File: config.mk
export PLATFORM = sky130hd
export DESIGN_NAME = ascii_command_decoder
export DESIGN_NICKNAME = d
export VERILOG_FILES = /design/src/acd_pkg.sv /design/src/acd_ctrl.sv /design/src/acd_dp.sv /design/src/ascii_command_decoder.sv
export SDC_FILE = /design/constraint.sdc
export NUM_CORES = 1
export LEC_CHECK = 0
export BUFFER_PORTS_ARGS = -buffer_cell sky130_fd_sc_hd__buf_2
export CORE_MARGIN = 2
export CORE_UTILIZATION = 40
export DETAILED_ROUTE_END_ITERATION = 8
export GPL_ROUTABILITY_DRIVEN = 0
export PLACE_DENSITY_LB_ADDON = 0.1
export SYNTH_ARGS = -nofsm -noshare
export SYNTH_HDL_FRONTEND = slang
export SYNTH_SLANG_ARGS = --single-unit
File: constraint.sdc
create_clock -name clk -period 1.95 [get_ports clk]
set_clock_uncertainty 0.05 [all_clocks]
set_input_delay 0.39 -clock clk [delete_from_list [all_inputs] [get_ports clk]]
set_output_delay 0.39 -clock clk [all_outputs]
set_load 0.02 [all_outputs]
File: src/acd_pkg.sv
// shared constants and controller/datapath interface types for the ascii command decoder
`timescale 1ns / 1ps

package acd_pkg;

	localparam int PAYLOAD_MAX = 9;
	localparam int LED_COUNT   = 5;

	localparam int BYTE_W    = 8;
	localparam int LED_NUM_W = 3;
	localparam int IDX_W     = $clog2(PAYLOAD_MAX);
	localparam int REM_W     = $clog2(PAYLOAD_MAX + 1);
	localparam int LED_IDX_W = (LED_COUNT > 1) ? $clog2(LED_COUNT) : 1;
	localparam int OUT_W     = BYTE_W + LED_NUM_W + LED_COUNT;
	localparam int OUT_PAD_W = ((OUT_W + 7) / 8) * 8;

	localparam logic [BYTE_W-1:0] CH_U    = 8'h75;
	localparam logic [BYTE_W-1:0] CH_I    = 8'h69;
	localparam logic [BYTE_W-1:0] CH_L    = 8'h6C;
	localparam logic [BYTE_W-1:0] CH_TWO  = 8'h32;
	localparam logic [BYTE_W-1:0] CH_ZERO = 8'h30;
	localparam logic [BYTE_W-1:0] CH_ONE  = 8'h31;
	localparam logic [BYTE_W-1:0] CH_LED_TOP  = CH_ZERO + BYTE_W'(LED_COUNT);
	localparam logic [BYTE_W-1:0] CH_SIZE_TOP = CH_ZERO + BYTE_W'(PAYLOAD_MAX);

	localparam logic KIND_PAYLOAD = 1'b0;
	localparam logic KIND_LED     = 1'b1;

	localparam logic CMD_BYTE = 1'b0;
	localparam logic CMD_TICK = 1'b1;

	typedef struct packed {
		logic load_tick;
		logic set_led;
		logic load_size;
		logic store_byte;
		logic emit;
	} acd_ctl_t;

	typedef struct packed {
		logic out_free;
		logic pending_any;
		logic is_u;
		logic is_i;
		logic is_l;
		logic is_two;
		logic led_ok;
		logic size_ok;
		logic rem_one;
		logic emit_last;
	} acd_sts_t;

endpackage

File: src/acd_ctrl.sv
// parser and sequencing state machine of the ascii command decoder
`timescale 1ns / 1ps

module acd_ctrl (
	input  logic              clk,
	input  logic              arst_n,
	input  logic              in_valid,
	input  logic              in_cmd,
	output logic              in_ready,
	input  acd_pkg::acd_sts_t sts,
	output acd_pkg::acd_ctl_t ctl
);
	import acd_pkg::*;

	typedef enum logic [2:0] {
		P_IDLE,
		P_PRE1,
		P_PRE2,
		P_LED,
		P_PORT,
		P_SIZE,
		P_DATA,
		P_EMIT
	} parse_t;

	parse_t state_q;
	parse_t state_d;
	logic   accept;

	assign in_ready = (state_q != P_EMIT) && sts.out_free;
	assign accept   = in_valid && in_ready;

	always_comb begin
		ctl     = '0;
		state_d = state_q;
		if (state_q == P_EMIT) begin
			if (sts.out_free) begin
				ctl.emit = 1'b1;
				if (sts.emit_last) begin
					state_d = P_IDLE;
				end
			end
		end else if (accept) begin
			if (in_cmd == CMD_TICK) begin
				ctl.load_tick = sts.pending_any;
			end else begin
				case (state_q)
					P_PRE1: begin
						state_d = sts.is_i ? P_PRE2 : P_IDLE;
					end
					P_PRE2: begin
						if (sts.is_l) begin
							state_d = P_LED;
						end else if (sts.is_u) begin
							state_d = P_PORT;
						end
					end
					P_LED: begin
						ctl.set_led = sts.led_ok;
						state_d     = P_IDLE;
					end
					P_PORT: begin
						state_d = sts.is_two ? P_SIZE : P_IDLE;
					end
					P_SIZE: begin
						ctl.load_size = sts.size_ok;
						state_d       = sts.size_ok ? P_DATA : P_IDLE;
					end
					P_DATA: begin
						ctl.store_byte = 1'b1;
						if (sts.rem_one) begin
							state_d = P_EMIT;
						end
					end
					default: begin
						state_d = sts.is_u ? P_PRE1 : P_IDLE;
					end
				endcase
			end
		end
	end

	always_ff @(posedge clk or negedge arst_n) begin
		if (!arst_n) begin
			state_q <= P_IDLE;
		end else begin
			state_q <= state_d;
		end
	end

endmodule

File: src/acd_dp.sv
// datapath: byte compares, payload store, led registers and output register
`timescale 1ns / 1ps

module acd_dp (
	input  logic                        clk,
	input  logic                        arst_n,
	input  logic [acd_pkg::BYTE_W-1:0]  rx,
	input  acd_pkg::acd_ctl_t           ctl,
	output acd_pkg::acd_sts_t           sts,
	output logic                        m_axis_tvalid,
	input  logic                        m_axis_tready,
	output logic [acd_pkg::OUT_PAD_W-1:0] m_axis_tdata,
	output logic                        m_axis_tuser,
	output logic                        m_axis_tlast
);
	import acd_pkg::*;

	logic [BYTE_W-1:0]    store_q [PAYLOAD_MAX];
	logic [REM_W-1:0]     rem_q;
	logic [REM_W-1:0]     len_q;
	logic [IDX_W-1:0]     rd_idx_q;
	logic [LED_COUNT-1:0] pending_q;
	logic [LED_COUNT-1:0] leds_q;

	logic                 out_valid_q;
	logic                 out_kind_q;
	logic [BYTE_W-1:0]    out_byte_q;
	logic [LED_NUM_W-1:0] out_led_q;
	logic [LED_COUNT-1:0] out_levels_q;
	logic                 out_last_q;

	logic                 sel_found;
	logic [LED_IDX_W-1:0] sel_idx;
	logic [LED_COUNT-1:0] sel_mask;
	logic [LED_COUNT-1:0] set_mask;
	logic [LED_IDX_W-1:0] led_bit;
	logic [IDX_W-1:0]     wr_idx;
	logic [REM_W-1:0]     rd_next;

	// lowest pending led
	always_comb begin
		sel_found = 1'b0;
		sel_idx   = '0;
		for (int i = 0; i < LED_COUNT; i++) begin
			if (!sel_found && pending_q[i]) begin
				sel_found = 1'b1;
				sel_idx   = LED_IDX_W'(i);
			end
		end
	end

	assign sel_mask = LED_COUNT'(1) << sel_idx;
	assign led_bit  = LED_IDX_W'(rx - CH_ONE);
	assign set_mask = LED_COUNT'(1) << led_bit;
	assign wr_idx   = IDX_W'(rem_q - REM_W'(1));
	assign rd_next  = REM_W'(rd_idx_q) + REM_W'(1);

	always_comb begin
		sts.out_free    = !out_valid_q || m_axis_tready;
		sts.pending_any = |pending_q;
		sts.is_u        = (rx == CH_U);
		sts.is_i        = (rx == CH_I);
		sts.is_l        = (rx == CH_L);
		sts.is_two      = (rx == CH_TWO);
		sts.led_ok      = rx inside {[CH_ONE : CH_LED_TOP]};
		sts.size_ok     = rx inside {[CH_ONE : CH_SIZE_TOP]};
		sts.rem_one     = (rem_q == REM_W'(1));
		sts.emit_last   = (rd_next == len_q);
	end

	always_ff @(posedge clk or negedge arst_n) begin
		if (!arst_n) begin
			rem_q     <= '0;
			len_q     <= '0;
			rd_idx_q  <= '0;
			pending_q <= '0;
			leds_q    <= '0;
		end else begin
			if (ctl.load_tick) begin
				pending_q <= pending_q & ~sel_mask;
				leds_q    <= leds_q ^ sel_mask;
			end else if (ctl.set_led) begin
				pending_q <= pending_q | set_mask;
			end
			if (ctl.load_size) begin
				len_q    <= REM_W'(rx - CH_ZERO);
				rem_q    <= REM_W'(rx - CH_ZERO);
				rd_idx_q <= '0;
			end else if (ctl.store_byte) begin
				rem_q <= rem_q - REM_W'(1);
			end
			if (ctl.emit) begin
				rd_idx_q <= IDX_W'(rd_next);
			end
		end
	end

	always_ff @(posedge clk) begin
		if (ctl.store_byte) begin
			store_q[wr_idx] <= rx;
		end
	end

	always_ff @(posedge clk or negedge arst_n) begin
		if (!arst_n) begin
			out_valid_q <= 1'b0;
		end else if (ctl.load_tick || ctl.emit) begin
			out_valid_q <= 1'b1;
		end else if (m_axis_tready) begin
			out_valid_q <= 1'b0;
		end
	end

	always_ff @(posedge clk) begin
		if (ctl.load_tick) begin
			out_kind_q   <= KIND_LED;
			out_byte_q   <= '0;
			out_led_q    <= LED_NUM_W'(sel_idx) + LED_NUM_W'(1);
			out_levels_q <= leds_q ^ sel_mask;
			out_last_q   <= 1'b1;
		end else if (ctl.emit) begin
			out_kind_q   <= KIND_PAYLOAD;
			out_byte_q   <= store_q[rd_idx_q];
			out_led_q    <= '0;
			out_levels_q <= leds_q;
			out_last_q   <= (rd_next == len_q);
		end
	end

	assign m_axis_tvalid = out_valid_q;
	assign m_axis_tuser  = out_kind_q;
	assign m_axis_tlast  = out_last_q;
	assign m_axis_tdata  = OUT_PAD_W'({out_levels_q, out_led_q, out_byte_q});

endmodule

File: src/ascii_command_decoder.sv
// Decodes a host byte stream of "ui" prefixed commands: "uil<d>" marks led d as
// pending, "uiu2<n>" followed by n payload bytes forwards them as a burst with the
// last received byte first, and a service tick toggles and reports the lowest
// pending led. A host byte or tick is taken whenever the output register is free and
// no payload is being read out: the final byte of a payload holds off input while
// the n-entry payload store is read out, one result per cycle while the output is
// not stalled, through the single output register. Results are buffered in one output
// register, so the next item is taken in the cycle its predecessor's result is handed
// over.
`timescale 1ns / 1ps

module ascii_command_decoder (
	input  logic                          clk,
	input  logic                          arst_n,
	input  logic                          s_axis_tvalid,
	output logic                          s_axis_tready,
	input  logic [acd_pkg::BYTE_W-1:0]    s_axis_tdata,  // rx_byte
	input  logic                          s_axis_tuser,  // cmd
	output logic                          m_axis_tvalid,
	input  logic                          m_axis_tready,
	output logic [acd_pkg::OUT_PAD_W-1:0] m_axis_tdata,  // payload_byte, led_number, led_levels
	output logic                          m_axis_tuser,  // kind
	output logic                          m_axis_tlast
);
	import acd_pkg::*;

	acd_ctl_t ctl;
	acd_sts_t sts;

	acd_ctrl u_ctrl (
		.clk      (clk),
		.arst_n   (arst_n),
		.in_valid (s_axis_tvalid),
		.in_cmd   (s_axis_tuser),
		.in_ready (s_axis_tready),
		.sts      (sts),
		.ctl      (ctl)
	);

	acd_dp u_dp (
		.clk           (clk),
		.arst_n        (arst_n),
		.rx            (s_axis_tdata),
		.ctl           (ctl),
		.sts           (sts),
		.m_axis_tvalid (m_axis_tvalid),
		.m_axis_tready (m_axis_tready),
		.m_axis_tdata  (m_axis_tdata),
		.m_axis_tuser  (m_axis_tuser),
		.m_axis_tlast  (m_axis_tlast)
	);

endmodule

==> results of run 1 <==
==> flip-flops by register name (all words and copies together), names as in the netlist, 3 cells and up <==
name               flops
u_dp.store_q          72
u_dp.out_byte_q        8
u_dp.leds_q            5
u_dp.out_levels_q      5
u_dp.pending_q         5
u_dp.len_q             4
u_dp.rd_idx_q          4
u_dp.rem_q             4
u_ctrl.state_q         3
u_dp.out_led_q         3
==> where the power goes <==
group          switching, mW  internal, mW  total, mW
combinational           1.66          1.40       3.06
clock                   1.13          1.79       2.92
sequential             0.186          3.01       3.20
==> critical path, delay by kind of cell, from the launching register on <==
kind | cells | cell delay, ps
AO/OA/AOI/OAI | 1 | 240
AND/OR/NAND/NOR | 2 | 640
buffers and inverters | 2 | 360
flip-flops | 1 | 380
==> cell families (layout without fill, tap and decap cells) <==
logic type	count (synthesis)	in the layout	synth area share (%)
multiplexers	23	23	8.80
AND/OR/NAND/NOR	105	105	11.7
AO/OA/AOI/OAI	65	65	8.34
flip-flops	116	116	62.9
adder cells (fa/ha/maj)	12	12	2.90
XOR/XNOR	16	16	2.71
buffers and inverters	28	141	2.68
==> worst min path at each step <==
stage / start / to / slack (ps) / cells after the start
2_1_floorplan: arst_n / u_ctrl.state_q[0]$_DFFE_PN0P_ / 40 / 0
3_3_place_gp: u_dp.m_axis_tuser$_SDFFE_PP1P_ / u_dp.m_axis_tuser$_SDFFE_PP1P_ / 380 / 2
3_5_place_dp: arst_n / u_dp.leds_q[1]$_DFFE_PN0P_ / 400 / 1
4_1_cts: m_axis_tready / u_dp.m_axis_tvalid$_DFFE_PN0P_ / 290 / 4
5_1_grt: s_axis_tdata[4] / u_dp.store_q[7][4]$_DFFE_PP_ / 320 / 2
6_report: m_axis_tready / u_dp.m_axis_tvalid$_DFFE_PN0P_ / 300 / 4
==> through the flow <==
step           instances  setup TNS [ps]
2_1_floorplan        365            -309
3_3_place_gp         616           -1610
3_5_place_dp         616           -3750
4_1_cts              649               0
5_1_grt              650            -832
6_report             650               0
==> repair_timing <==
| item | 4_1_cts | 5_1_grt |
|---|---|---|
| pin swaps | 0 | 1 |
| hold buffers | 1 | 0 |
| endpoints found under the hold margin | 26 | 0 |
| resized for setup | 4 | 6 |
| buffers inserted | 0 | 1 |
| setup endpoints to repair | 32 | 63 |
==> routing by layer <==
| layer | part of all wire, % | wire length [um] | global-route usage [%] |
|---|---|---|---|
| met1 | 48 | 5670 | 24.5 |
| met2 | 47 | 5520 | 27.6 |
| met3 | 3.2 | 380 | 4.26 |
| met4 | 1.8 | 212 | 7.45 |
| met5 | 0 | 0 | 0 |
==> cell usage in the layout, fill, tap and decap left out, types with 3 or more instances in the layout <==
master,synthesis,final
xnor2_1,13,12
buf_2,3,31
o21ai_0,27,27
dfxtp_1,10,10
clkbuf_16,0,17
mux4_2,16,16
ha_1,12,12
buf_4,2,62
edfxtp_1,80,80
nor2b_1,14,13
mux2_4,5,5
a21oi_1,3,3
inv_6,0,4
inv_1,10,10
nand3_1,17,17
and2_4,0,3
nand2_1,13,13
nor2_1,12,12
nand2b_1,3,3
and2_1,12,8
dfrtp_1,26,26
xor2_1,3,3
nand4_1,6,6
o31ai_1,4,3
a21o_1,3,3
nor4_1,4,4
clkinv_2,0,3
nor3_1,4,4
buf_12,0,5
clkinvlp_4,0,4
nand3b_1,3,3
a211oi_1,9,7
==> area by class of cell <==
class	instances	area, um^2
Clock buffer	18	439
Clock inverter	14	128
Fill cell	1103	5990
Inverter	10	37.5
Multi-Input combinational cell	221	1830
Sequential cell	116	3250
Tap cell	172	215
Timing Repair Buffer	99	731
==> out/metrics.csv, run 1 <==
stage,metric,value,unit
critical_path,startpoint types,flip-flop,
logic_synthesis,Gate Count Post-Synth,365,
critical_path,worst-path fanout max,11,
critical_path,CP Cell Sequence,or4_1 > o2111ai_2 > buf_4 > buf_4 > nor2_1,
timing,period utilization,98.8,%
routing,Final ANT Viol Nets,0,
global_route,first-pass GRT wire length,18.5,mm
global_route,Total Routing Usage GR,17.9,%
logic_synthesis,Synth top area share,46.4,%
timing,worst setup slack after layout,23.1,ps
logic_synthesis,Synth Area per Inst,14.2,um^2
logic_synthesis,top post-synthesis cells by area,"edfxtp_1 (46%), dfrtp_1 (13%), mux4_2 (7.0%)",
die,Die X,118,um
routing,Pre-Repair DR Iteration Count,4,
routing,vias,3327,
global_route,vias in the first global route,3319,
placement,Detail Placement HPWL,8.23,mm
logic_synthesis,"area leader, netlist",edfxtp_1,
critical_path,FF-to-FF End,u_dp.out_led_q[0]$_SDFFCE_PN0P_,
critical_path,Worst EP arrival,2030,ps
routing,detailed-route wire length per cell,18.1,um
timing,final hold vios,0,
power,Tot Pwr,9.18,mW
cells_and_area,Final Util,52.5,%
critical_path,"Req. time, crit path",2050,ps
logic_synthesis,syn nets,390,
critical_path,Worst path max stage delay,590,ps
die,chip height,118,um
status,status,"complete, no violations",
die,core region area,12600,um^2
routing,DRT iter0 DRCs,182,
critical_path,reg2reg setup slack,20,ps
cells_and_area,Area Overhead vs Synth,28.1,%
critical_path,Setup crit start,u_dp.pending_q[0]$_DFFE_PN0P_,
power,P_leak,2.57,nW
placement,placed cell areas,6010,um^2
logic_synthesis,yosys warns,0,
logic_synthesis,sequential area share after synthesis,62.9,%
die,Initial Util,41.0,%
logic_synthesis,Synth Register Bits,116,
timing,fmax,519,MHz
clock_tree,Bufs on Longest Clock Path,2,
timing,Hold Worst Slack,305,ps
routing,DRT Wirelength,11.8,mm
routing,Post-route DRC,0,
cells_and_area,diode count,0,
power,worst vdd ir,0.000787,V
logic_synthesis,"count leader, synth",edfxtp_1,
die,die area,13900,um^2
critical_path,Crit path top cell by count,buf_4,
placement,port bufs,32,
clock_tree,root buf cell,clkbuf_16,
die,std cell rows,41,
global_route,largest net degree at the start of global routing,27,
placement,Place WS,-99.4,ps
global_route,gr ovfl total,0,
timing,Max Slew Vio Count,0,
clock_tree,H-tree levels,4,
logic_synthesis,Commonest cells post-synth,"edfxtp_1 (80), o21ai_0 (27), dfrtp_1 (26), nand3_1 (17), mux4_2 (16)",
global_route,initial antenna violation count,0,
critical_path,slowest cell on the critical path,or4_1,
die,io pins,33,
critical_path,R2R depth,5,
clock_tree,CTS tree,yes,
critical_path,CP endpoint kind,flip-flop,
critical_path,launch point of the worst reg-to-reg path,u_dp.pending_q[0]$_DFFE_PN0P_,
logic_synthesis,Synth cell types,52,
run,max-cap violation count,0,
timing,crit path time final,1930,ps
routing,vias per cell,5.12,
clock_tree,Clock transition at path regs,50,ps
cells_and_area,layout cell share with drive strength beyond 1,34.9,%
timing,endpoints failing setup,0,
logic_synthesis,Mapped Area,5170,um^2
cells_and_area,post-route cell area,6630,um^2
timing,Slew @ Worst Pin,633,ps
logic_synthesis,top_reg_cell synth,edfxtp_1,
clock_tree,Worst-Skew Late Latency,410,ps
hold_path,Hold WC Path Type,primary input to flip-flop,
critical_path,Critical Path End,u_dp.out_led_q[0]$_SDFFCE_PN0P_,
clock_tree,CTS Buf Count,17,
timing,RSZ-0062 raised after global routing,true,
clock_tree,Num Clock Sinks,116,
critical_path,crit path kind,flip-flop to flip-flop,
cells_and_area,layout net count,490,
logic_synthesis,"EDFF count, synth",80,
logic_synthesis,ys async rst share,22.4,%
power,PwrDens,1380,nW/um^2
timing,worst rel slew slack,57.8,%
Note: power is estimated with default switching activity, not from simulation.
==> inputs of run 2 (changes only) <==
--- a/config.mk
+++ b/config.mk
@@ -11,6 +11,8 @@
 export DETAILED_ROUTE_END_ITERATION = 8
 export GPL_ROUTABILITY_DRIVEN = 0
 export PLACE_DENSITY_LB_ADDON = 0.1
+export REMOVE_ABC_BUFFERS = 1
 export SYNTH_ARGS = -nofsm -noshare
 export SYNTH_HDL_FRONTEND = slang
 export SYNTH_SLANG_ARGS = --single-unit
+export TNS_END_PERCENT = 1
==> run 2 against run 1 <==
Compared with the run above: register-to-register slack barely moved; clock power grew 9.6%; design area increased by 1.5%; fmax is 0.63% lower; global-route usage up 0.54 points; worst hold slack worse by 110 ps; first-iteration DRC count is 25% higher; sequential cell count unchanged; largest cell class unchanged; largest power group is now clock.
==> out/metrics.csv, run 2 (same netlist as run 1, synthesis figures left out) <==
stage,metric,value,unit,change
clock_tree,Bufs on Longest Clock Path,2,,unchanged
routing,Final ANT Viol Nets,0,,unchanged
timing,period utilization,99.4,%,+0.63 points
die,std cell rows,41,,unchanged
power,P_leak,2.62,nW,+2.1%
clock_tree,root buf cell,clkbuf_16,,
cells_and_area,diode count,0,,unchanged
critical_path,Critical Path End,u_dp.store_q[5][5]$_DFFE_PP_,,
die,io pins,33,,unchanged
timing,Slew @ Worst Pin,644,ps,+11.0 ps
critical_path,CP endpoint kind,flip-flop,,
global_route,first-pass GRT wire length,18.9,mm,+2.2%
clock_tree,H-tree levels,4,,unchanged
global_route,gr ovfl total,0,,unchanged
routing,Pre-Repair DR Iteration Count,4,,unchanged
routing,vias,3409,,+2.5%
critical_path,Setup crit start,u_dp.rem_q[1]$_DFFE_PN0P_,,
cells_and_area,Largest Register,u_dp.store_q,,
critical_path,launch point of the worst reg-to-reg path,u_dp.rem_q[1]$_DFFE_PN0P_,,
run,max-cap violation count,0,,unchanged
critical_path,startpoint types,flip-flop,,
cells_and_area,"most common cell after layout, fill and taps aside",edfxtp_1,,
clock_tree,Num Clock Sinks,116,,unchanged
clock_tree,CTS tree,yes,,
die,core region area,12600,um^2,unchanged
power,worst vdd ir,0.000770,V,-2.2%
status,status,"complete, no violations",,
die,chip height,118,um,unchanged
clock_tree,Clock transition at path regs,50,ps,about the same
clock_tree,CTS Buf Count,17,,unchanged
routing,DRT Wirelength,12.1,mm,+2.4%
cells_and_area,Area Overhead vs Synth,30.1,%,
timing,crit path time final,1940,ps,+12.2 ps
critical_path,FF-to-FF End,u_dp.store_q[5][5]$_DFFE_PP_,,
critical_path,reg2reg setup slack,10,ps,about the same
die,die area,13900,um^2,unchanged
routing,vias per cell,5.21,,+1.8%
cells_and_area,fin cells,654,,+0.62%
timing,final hold vios,0,,unchanged
routing,DRT iter0 DRCs,228,,+25%
critical_path,Worst EP arrival,2010,ps,-20 ps
die,Die X,118,um,unchanged
timing,setup TNS,0,ps,unchanged
timing,fmax,516,MHz,-0.63%
global_route,initial antenna violation count,0,,unchanged
timing,RSZ-0062 raised after global routing,true,,
cells_and_area,post-route cell area,6730,um^2,+1.5%
cells_and_area,layout net count,494,,+0.82%
routing,Post-route DRC,0,,unchanged
power,PwrDens,1410,nW/um^2,+2.2%
cells_and_area,Top Registers,"u_dp.store_q x72, u_dp.out_byte_q x8",,
global_route,Total Routing Usage GR,18.5,%,+0.54 points
placement,port bufs,32,,unchanged
placement,placed cell areas,6050,um^2,+0.67%
critical_path,crit path kind,flip-flop to flip-flop,,
cells_and_area,"commonest cells after routing, fill and taps aside","edfxtp_1 (80), buf_4 (64), buf_2 (31), o21ai_0 (27), dfrtp_1 (25)",,
placement,Detail Placement HPWL,8.31,mm,+0.95%
critical_path,R2R depth,8,,+3
timing,worst rel slew slack,57.1,%,-0.73 points
placement,Inst Count DP,619,,+0.49%
critical_path,worst-path fanout max,8,,-3
clock_tree,Worst-Skew Late Latency,410,ps,about the same
global_route,largest net degree at the start of global routing,27,,unchanged
hold_path,Hold WC Path Type,primary input to flip-flop,,
cells_and_area,layout cell share with drive strength beyond 1,35.3,%,+0.33 points
timing,Max Slew Vio Count,0,,unchanged
die,Initial Util,41.0,%,unchanged
cells_and_area,max reg flops,72,,unchanged
timing,endpoints failing setup,0,,unchanged
placement,Place WS,-116,ps,-17.0 ps
global_route,vias in the first global route,3465,,+4.4%
critical_path,"Req. time, crit path",2030,ps,-20 ps
routing,detailed-route wire length per cell,18.5,um,+1.8%
timing,worst setup slack after layout,10.9,ps,-12.2 ps
==> run 2: worst max-delay path, stage by stage (launching register included) <==
cell and delay (ps):
dfrtp_1 410, inv_1 80, ha_1 230, xnor2_2 150, buf_4 140, nor3_2 130
buf_4 150, and2_1 170, buf_12 140
==> run 2: worst min-delay path by stage <==
stage / depth (start not counted) / endpoint / start / slack, ps
after floorplan: 0 / u_ctrl.state_q[0]$_DFFE_PN0P_ / arst_n / 40
after global placement: 2 / u_dp.m_axis_tuser$_SDFFE_PP1P_ / u_dp.m_axis_tuser$_SDFFE_PP1P_ / 380
after detailed placement: 2 / u_dp.m_axis_tuser$_SDFFE_PP1P_ / u_dp.m_axis_tuser$_SDFFE_PP1P_ / 390
after CTS: 1 / u_dp.store_q[4][4]$_DFFE_PP_ / s_axis_tdata[4] / 180
after global routing: 1 / u_dp.store_q[4][4]$_DFFE_PP_ / s_axis_tdata[4] / 180
final: 1 / u_dp.store_q[4][4]$_DFFE_PP_ / s_axis_tdata[4] / 190
==> run 2: area by class of cell <==
cell class / count / area, um^2
inverters: 10 / 37.5
flip-flops and latches: 116 / 3250
multi-input cells: 221 / 1820
well taps: 172 / 215
clock buffers: 20 / 467
clock inverters: 12 / 151
repair buffers: 103 / 786
fillers: 1089 / 5890
==> run 2: metrics by stage <==
step           utilization [%]  power [mW]  hold WS, ps
2_1_floorplan                -        4.98         44.4
3_3_place_gp              47.9        6.25          376
3_5_place_dp              47.9        6.27          387
4_1_cts                   52.9        9.51          183
5_1_grt                   53.4        10.0          178
6_report                  53.4        9.53          193
==> run 2: layer usage <==
metal / part of all wire (%) / wire length [um] / GRT usage, % / vias to the layer above
li1: - / - / - / 1621
met1: 46 / 5530 / 24.0 / 1704
met2: 49 / 5900 / 29.4 / 73
met3: 3.8 / 464 / 5.52 / 11
met4: 1.5 / 182 / 6.78 / 0
met5: 0 / 0 / 0 / -
==> run 2: report_power, final <==
part	internal (mW)	total, mW	switching (mW)
clock	2.11	3.20	1.09
sequential	3.02	3.19	0.179
combinational	1.46	3.14	1.68
total	6.58	9.53	2.95
==> run 2: what timing repair did <==
action / 4_1_cts / 5_1_grt
setup endpoints to repair: 0 / 81
hold endpoints to repair: 26 / 0
hold buffers: 1 / 0
gates resized for setup: 0 / 11
buffers inserted: 0 / 2
==> inputs of run 3 (changes only) <==
--- a/config.mk
+++ b/config.mk
@@ -5,6 +5,7 @@
 export SDC_FILE = /design/constraint.sdc
 export NUM_CORES = 1
 export LEC_CHECK = 0
+export ABC_AREA = 1
 export BUFFER_PORTS_ARGS = -buffer_cell sky130_fd_sc_hd__buf_2
 export CORE_MARGIN = 2
 export CORE_UTILIZATION = 40
==> run 3 against run 2 <==
Compared with the run above: via count increased by 13%; combinational power decreased by 86%; design area decreased by 2.4%; worst hold slack improved by 6.8 ps; register-to-register slack improved by 100 ps; final cell count increased by 21%; clock power decreased by 3%; clock-buffer cell count decreased by 2; sequential power decreased by 13%; utilization decreased by 3.5 points; largest cell class unchanged.
==> out/metrics.csv, run 3 <==
stage,metric,value,unit,change
status,status,"complete, no violations",,
routing,Post-route DRC,0,,unchanged
logic_synthesis,Synth top area share,44.7,%,-1.7 points
die,Initial Util,40.7,%,-0.29 points
die,die area,14400,um^2,+3.6%
global_route,Total Routing Usage GR,19.4,%,+0.90 points
logic_synthesis,yosys warns,0,,unchanged
timing,final hold vios,0,,unchanged
cells_and_area,max reg flops,72,,unchanged
cells_and_area,layout net count,627,,+27%
clock_tree,CTS tree,yes,,
power,clock share of power,49.2,%,+16 points
logic_synthesis,Synth Area per Inst,10.1,um^2,-29%
global_route,gr ovfl total,0,,unchanged
die,io pins,33,,unchanged
clock_tree,Clock transition at path regs,60,ps,about the same
critical_path,worst-path fanout max,8,,unchanged
run,max-cap violation count,0,,unchanged
placement,placed cell areas,5910,um^2,-2.2%
clock_tree,CTS Buf Count,17,,unchanged
cells_and_area,"commonest cells after routing, fill and taps aside","nand2_1 (89), edfxtp_1 (80), nor2_1 (71), nand3_1 (39), buf_4 (39)",,
critical_path,slowest cell on the critical path,dfrtp_2,,
placement,port bufs,32,,unchanged
placement,Detail Placement HPWL,9.45,mm,+14%
global_route,first-pass GRT wire length,20.6,mm,+8.7%
die,chip height,120,um,+1.8%
critical_path,Worst path max stage delay,450,ps,+40 ps
critical_path,Worst EP arrival,1910,ps,-100 ps
cells_and_area,"most common cell after layout, fill and taps aside",nand2_1,,
routing,Pre-Repair DR Iteration Count,5,,+1
logic_synthesis,Synth cell types,31,,-40%
routing,vias,3854,,+13%
power,Logic pwr share,7.1,%,-26 points
critical_path,CP top delay family,simple AND/OR/NAND/NOR gates,,
timing,endpoints failing setup,0,,unchanged
critical_path,crit path kind,flip-flop to flip-flop,,
routing,Final ANT Viol Nets,0,,unchanged
cells_and_area,Largest Register,u_dp.store_q,,
routing,DRT iter0 DRCs,367,,+61%
power,worst vdd ir,0.000818,V,+6.2%
power,Int Pwr,4.77,mW,-27%
cells_and_area,diode count,0,,unchanged
clock_tree,Num Clock Sinks,116,,unchanged
critical_path,CP endpoint kind,flip-flop,,
logic_synthesis,Commonest cells post-synth,"nand2_1 (90), edfxtp_1 (80), nor2_1 (72), nand3_1 (39)",,
routing,DRT Wirelength,12.9,mm,+6.9%
clock_tree,Bufs on Longest Clock Path,2,,unchanged
timing,crit path time final,1840,ps,-100 ps
critical_path,Crit path top cell by count,nand2_1,,
logic_synthesis,ys async rst share,22.4,%,unchanged
timing,period utilization,94.3,%,-5.1 points
logic_synthesis,"EDFF count, synth",80,,unchanged
timing,Hold Worst Slack,200,ps,+6.80 ps
clock_tree,root buf cell,clkbuf_16,,
cells_and_area,layout cell share with drive strength beyond 1,24.6,%,-11 points
logic_synthesis,top post-synthesis cells by area,"edfxtp_1 (45%), dfrtp_1 (12%), nand2_1 (6.3%)",,
routing,detailed-route wire length per cell,16.3,um,-12%
cells_and_area,Area Overhead vs Synth,22.4,%,
cells_and_area,Top Registers,"u_dp.store_q x72, u_dp.out_byte_q x8",,
global_route,initial antenna violation count,0,,unchanged
global_route,vias in the first global route,3744,,+8.1%
power,Reg power frac,43.7,%,+10 points
cells_and_area,post-route cell area,6570,um^2,-2.4%
power,P_leak,2.65,nW,+0.94%
logic_synthesis,"area leader, netlist",edfxtp_1,,
global_route,largest net degree at the start of global routing,27,,unchanged
critical_path,Critical path buffers and inverters,2,,-2
clock_tree,Worst-Skew Late Latency,410,ps,about the same
logic_synthesis,sequential area share after synthesis,60.6,%,-2.3 points
die,core region area,13200,um^2,+4.5%
timing,worst rel slew slack,58.3,%,+1.2 points
timing,RSZ-0062 raised after global routing,true,,
power,PwrDens,959,nW/um^2,-32%
die,Die X,120,um,+1.8%
routing,vias per cell,4.87,,-6.5%
power,switch share,24.3,%,-6.7 points
clock_tree,H-tree levels,4,,unchanged
timing,Slew @ Worst Pin,625,ps,-18.4 ps
critical_path,CP Cell Sequence,nand3_2 > nand2_1 > inv_2 > nand3_4 > nor2_4 > nand2_1 > nor2_1 > buf_4,,
logic_synthesis,"count leader, synth",nand2_1,,
logic_synthesis,Gate Count Post-Synth,531,,+45%
critical_path,startpoint types,flip-flop,,
logic_synthesis,Synth Register Bits,116,,unchanged
die,std cell rows,42,,+2.4%
logic_synthesis,top_reg_cell synth,edfxtp_1,,
timing,fmax,544,MHz,+5.4%
timing,Max Slew Vio Count,0,,unchanged
logic_synthesis,Mapped Area,5370,um^2,+3.8%
hold_path,Hold WC Path Type,primary input to flip-flop,,
power,Switch Pwr,1.53,mW,-48%
critical_path,"Req. time, crit path",2020,ps,about the same
==> run 3: changes by cell type after synthesis, sizes merged, moves of 12 or more <==
cell,delta
a21oi,+14
inv,+38
nor2,+71
nor2b,-14
nand2,+82
o21ai,+24
o211ai,+16
and2,-12
nand3,+26
mux4,-16
==> run 3: cells by family after synthesis <==
| family | after synthesis | synth area share, % |
|---|---|---|
| AO/OA/AOI/OAI | 85 | 8.88 |
| AND/OR/NAND/NOR | 243 | 21.1 |
| flip-flops | 116 | 60.6 |
| XOR/XNOR | 7 | 1.14 |
| buffers and inverters | 68 | 5.48 |
| adder cells (fa/ha/maj) | 12 | 2.80 |
==> run 3: final timing paths <==
path	end	depth (start not counted)	start	slack (ps)
worst max-delay path	u_dp.store_q[4][2]$_DFFE_PP_	8	u_ctrl.state_q[2]$_DFFE_PN0P_	110
worst min register to register	u_dp.m_axis_tuser$_SDFFE_PP1P_	2	u_dp.m_axis_tuser$_SDFFE_PP1P_	400
max in group asynchronous	u_ctrl.state_q[2]$_DFFE_PN0P_	2	arst_n	920
worst max register to register	u_dp.store_q[4][2]$_DFFE_PP_	8	u_ctrl.state_q[2]$_DFFE_PN0P_	110
worst min-delay path	u_dp.store_q[4][4]$_DFFE_PP_	1	s_axis_tdata[4]	200
min in group asynchronous	u_dp.leds_q[3]$_DFFE_PN0P_	2	arst_n	480
==> run 3: routing by layer <==
| layer | wire length (um) | track usage, % | part of all wire (%) |
|---|---|---|---|
| met1 | 6330 | 28.4 | 49 |
| met2 | 5790 | 28.2 | 45 |
| met3 | 573 | 4.52 | 4.4 |
| met4 | 208 | 6.99 | 1.6 |
| met5 | 0 | 0 | 0 |
==> run 3: power groups by stage <==
stage                     clock, mW  sequential (mW)  combinational [mW]
after floorplan                   0             2.83               0.232
after global placement            0             2.80               0.448
after detailed placement          0             2.80               0.449
after CTS                      3.15             2.75               0.450
after global routing           3.26             2.76               0.493
final                          3.10             2.76               0.447
==> run 3: metrics by stage <==
stage / total power [mW] / utilization (%) / setup TNS (ps) / std cells / setup slack (ps)
after CTS: 6.35 / 49.4 / 0 / 789 / 15.8
after floorplan: 3.06 / - / -14480 / 511 / -268
after detailed placement: 3.25 / 44.8 / 0 / 756 / 16.8
final: 6.30 / 49.8 / 0 / 791 / 111
after global routing: 6.52 / 49.8 / -725 / 791 / -35.8
after global placement: 3.25 / 44.8 / 0 / 756 / 83.8
==> run 3: cell type report <==
type,instances,area (um^2)
multi-input cells,347,1860
well taps,176,220
repair buffers,72,463
inverters,48,180
clock inverters,14,165
fillers,1196,6620
flip-flops and latches,116,3260
clock buffers,18,429
==> run 3: timing repair <==
action | 4_1_cts | 5_1_grt
setup endpoints to repair | 0 | 72
hold endpoints to repair | 26 | 0
gates resized for setup | 0 | 10
setup buffers | 0 | 2
hold buffers | 1 | 0
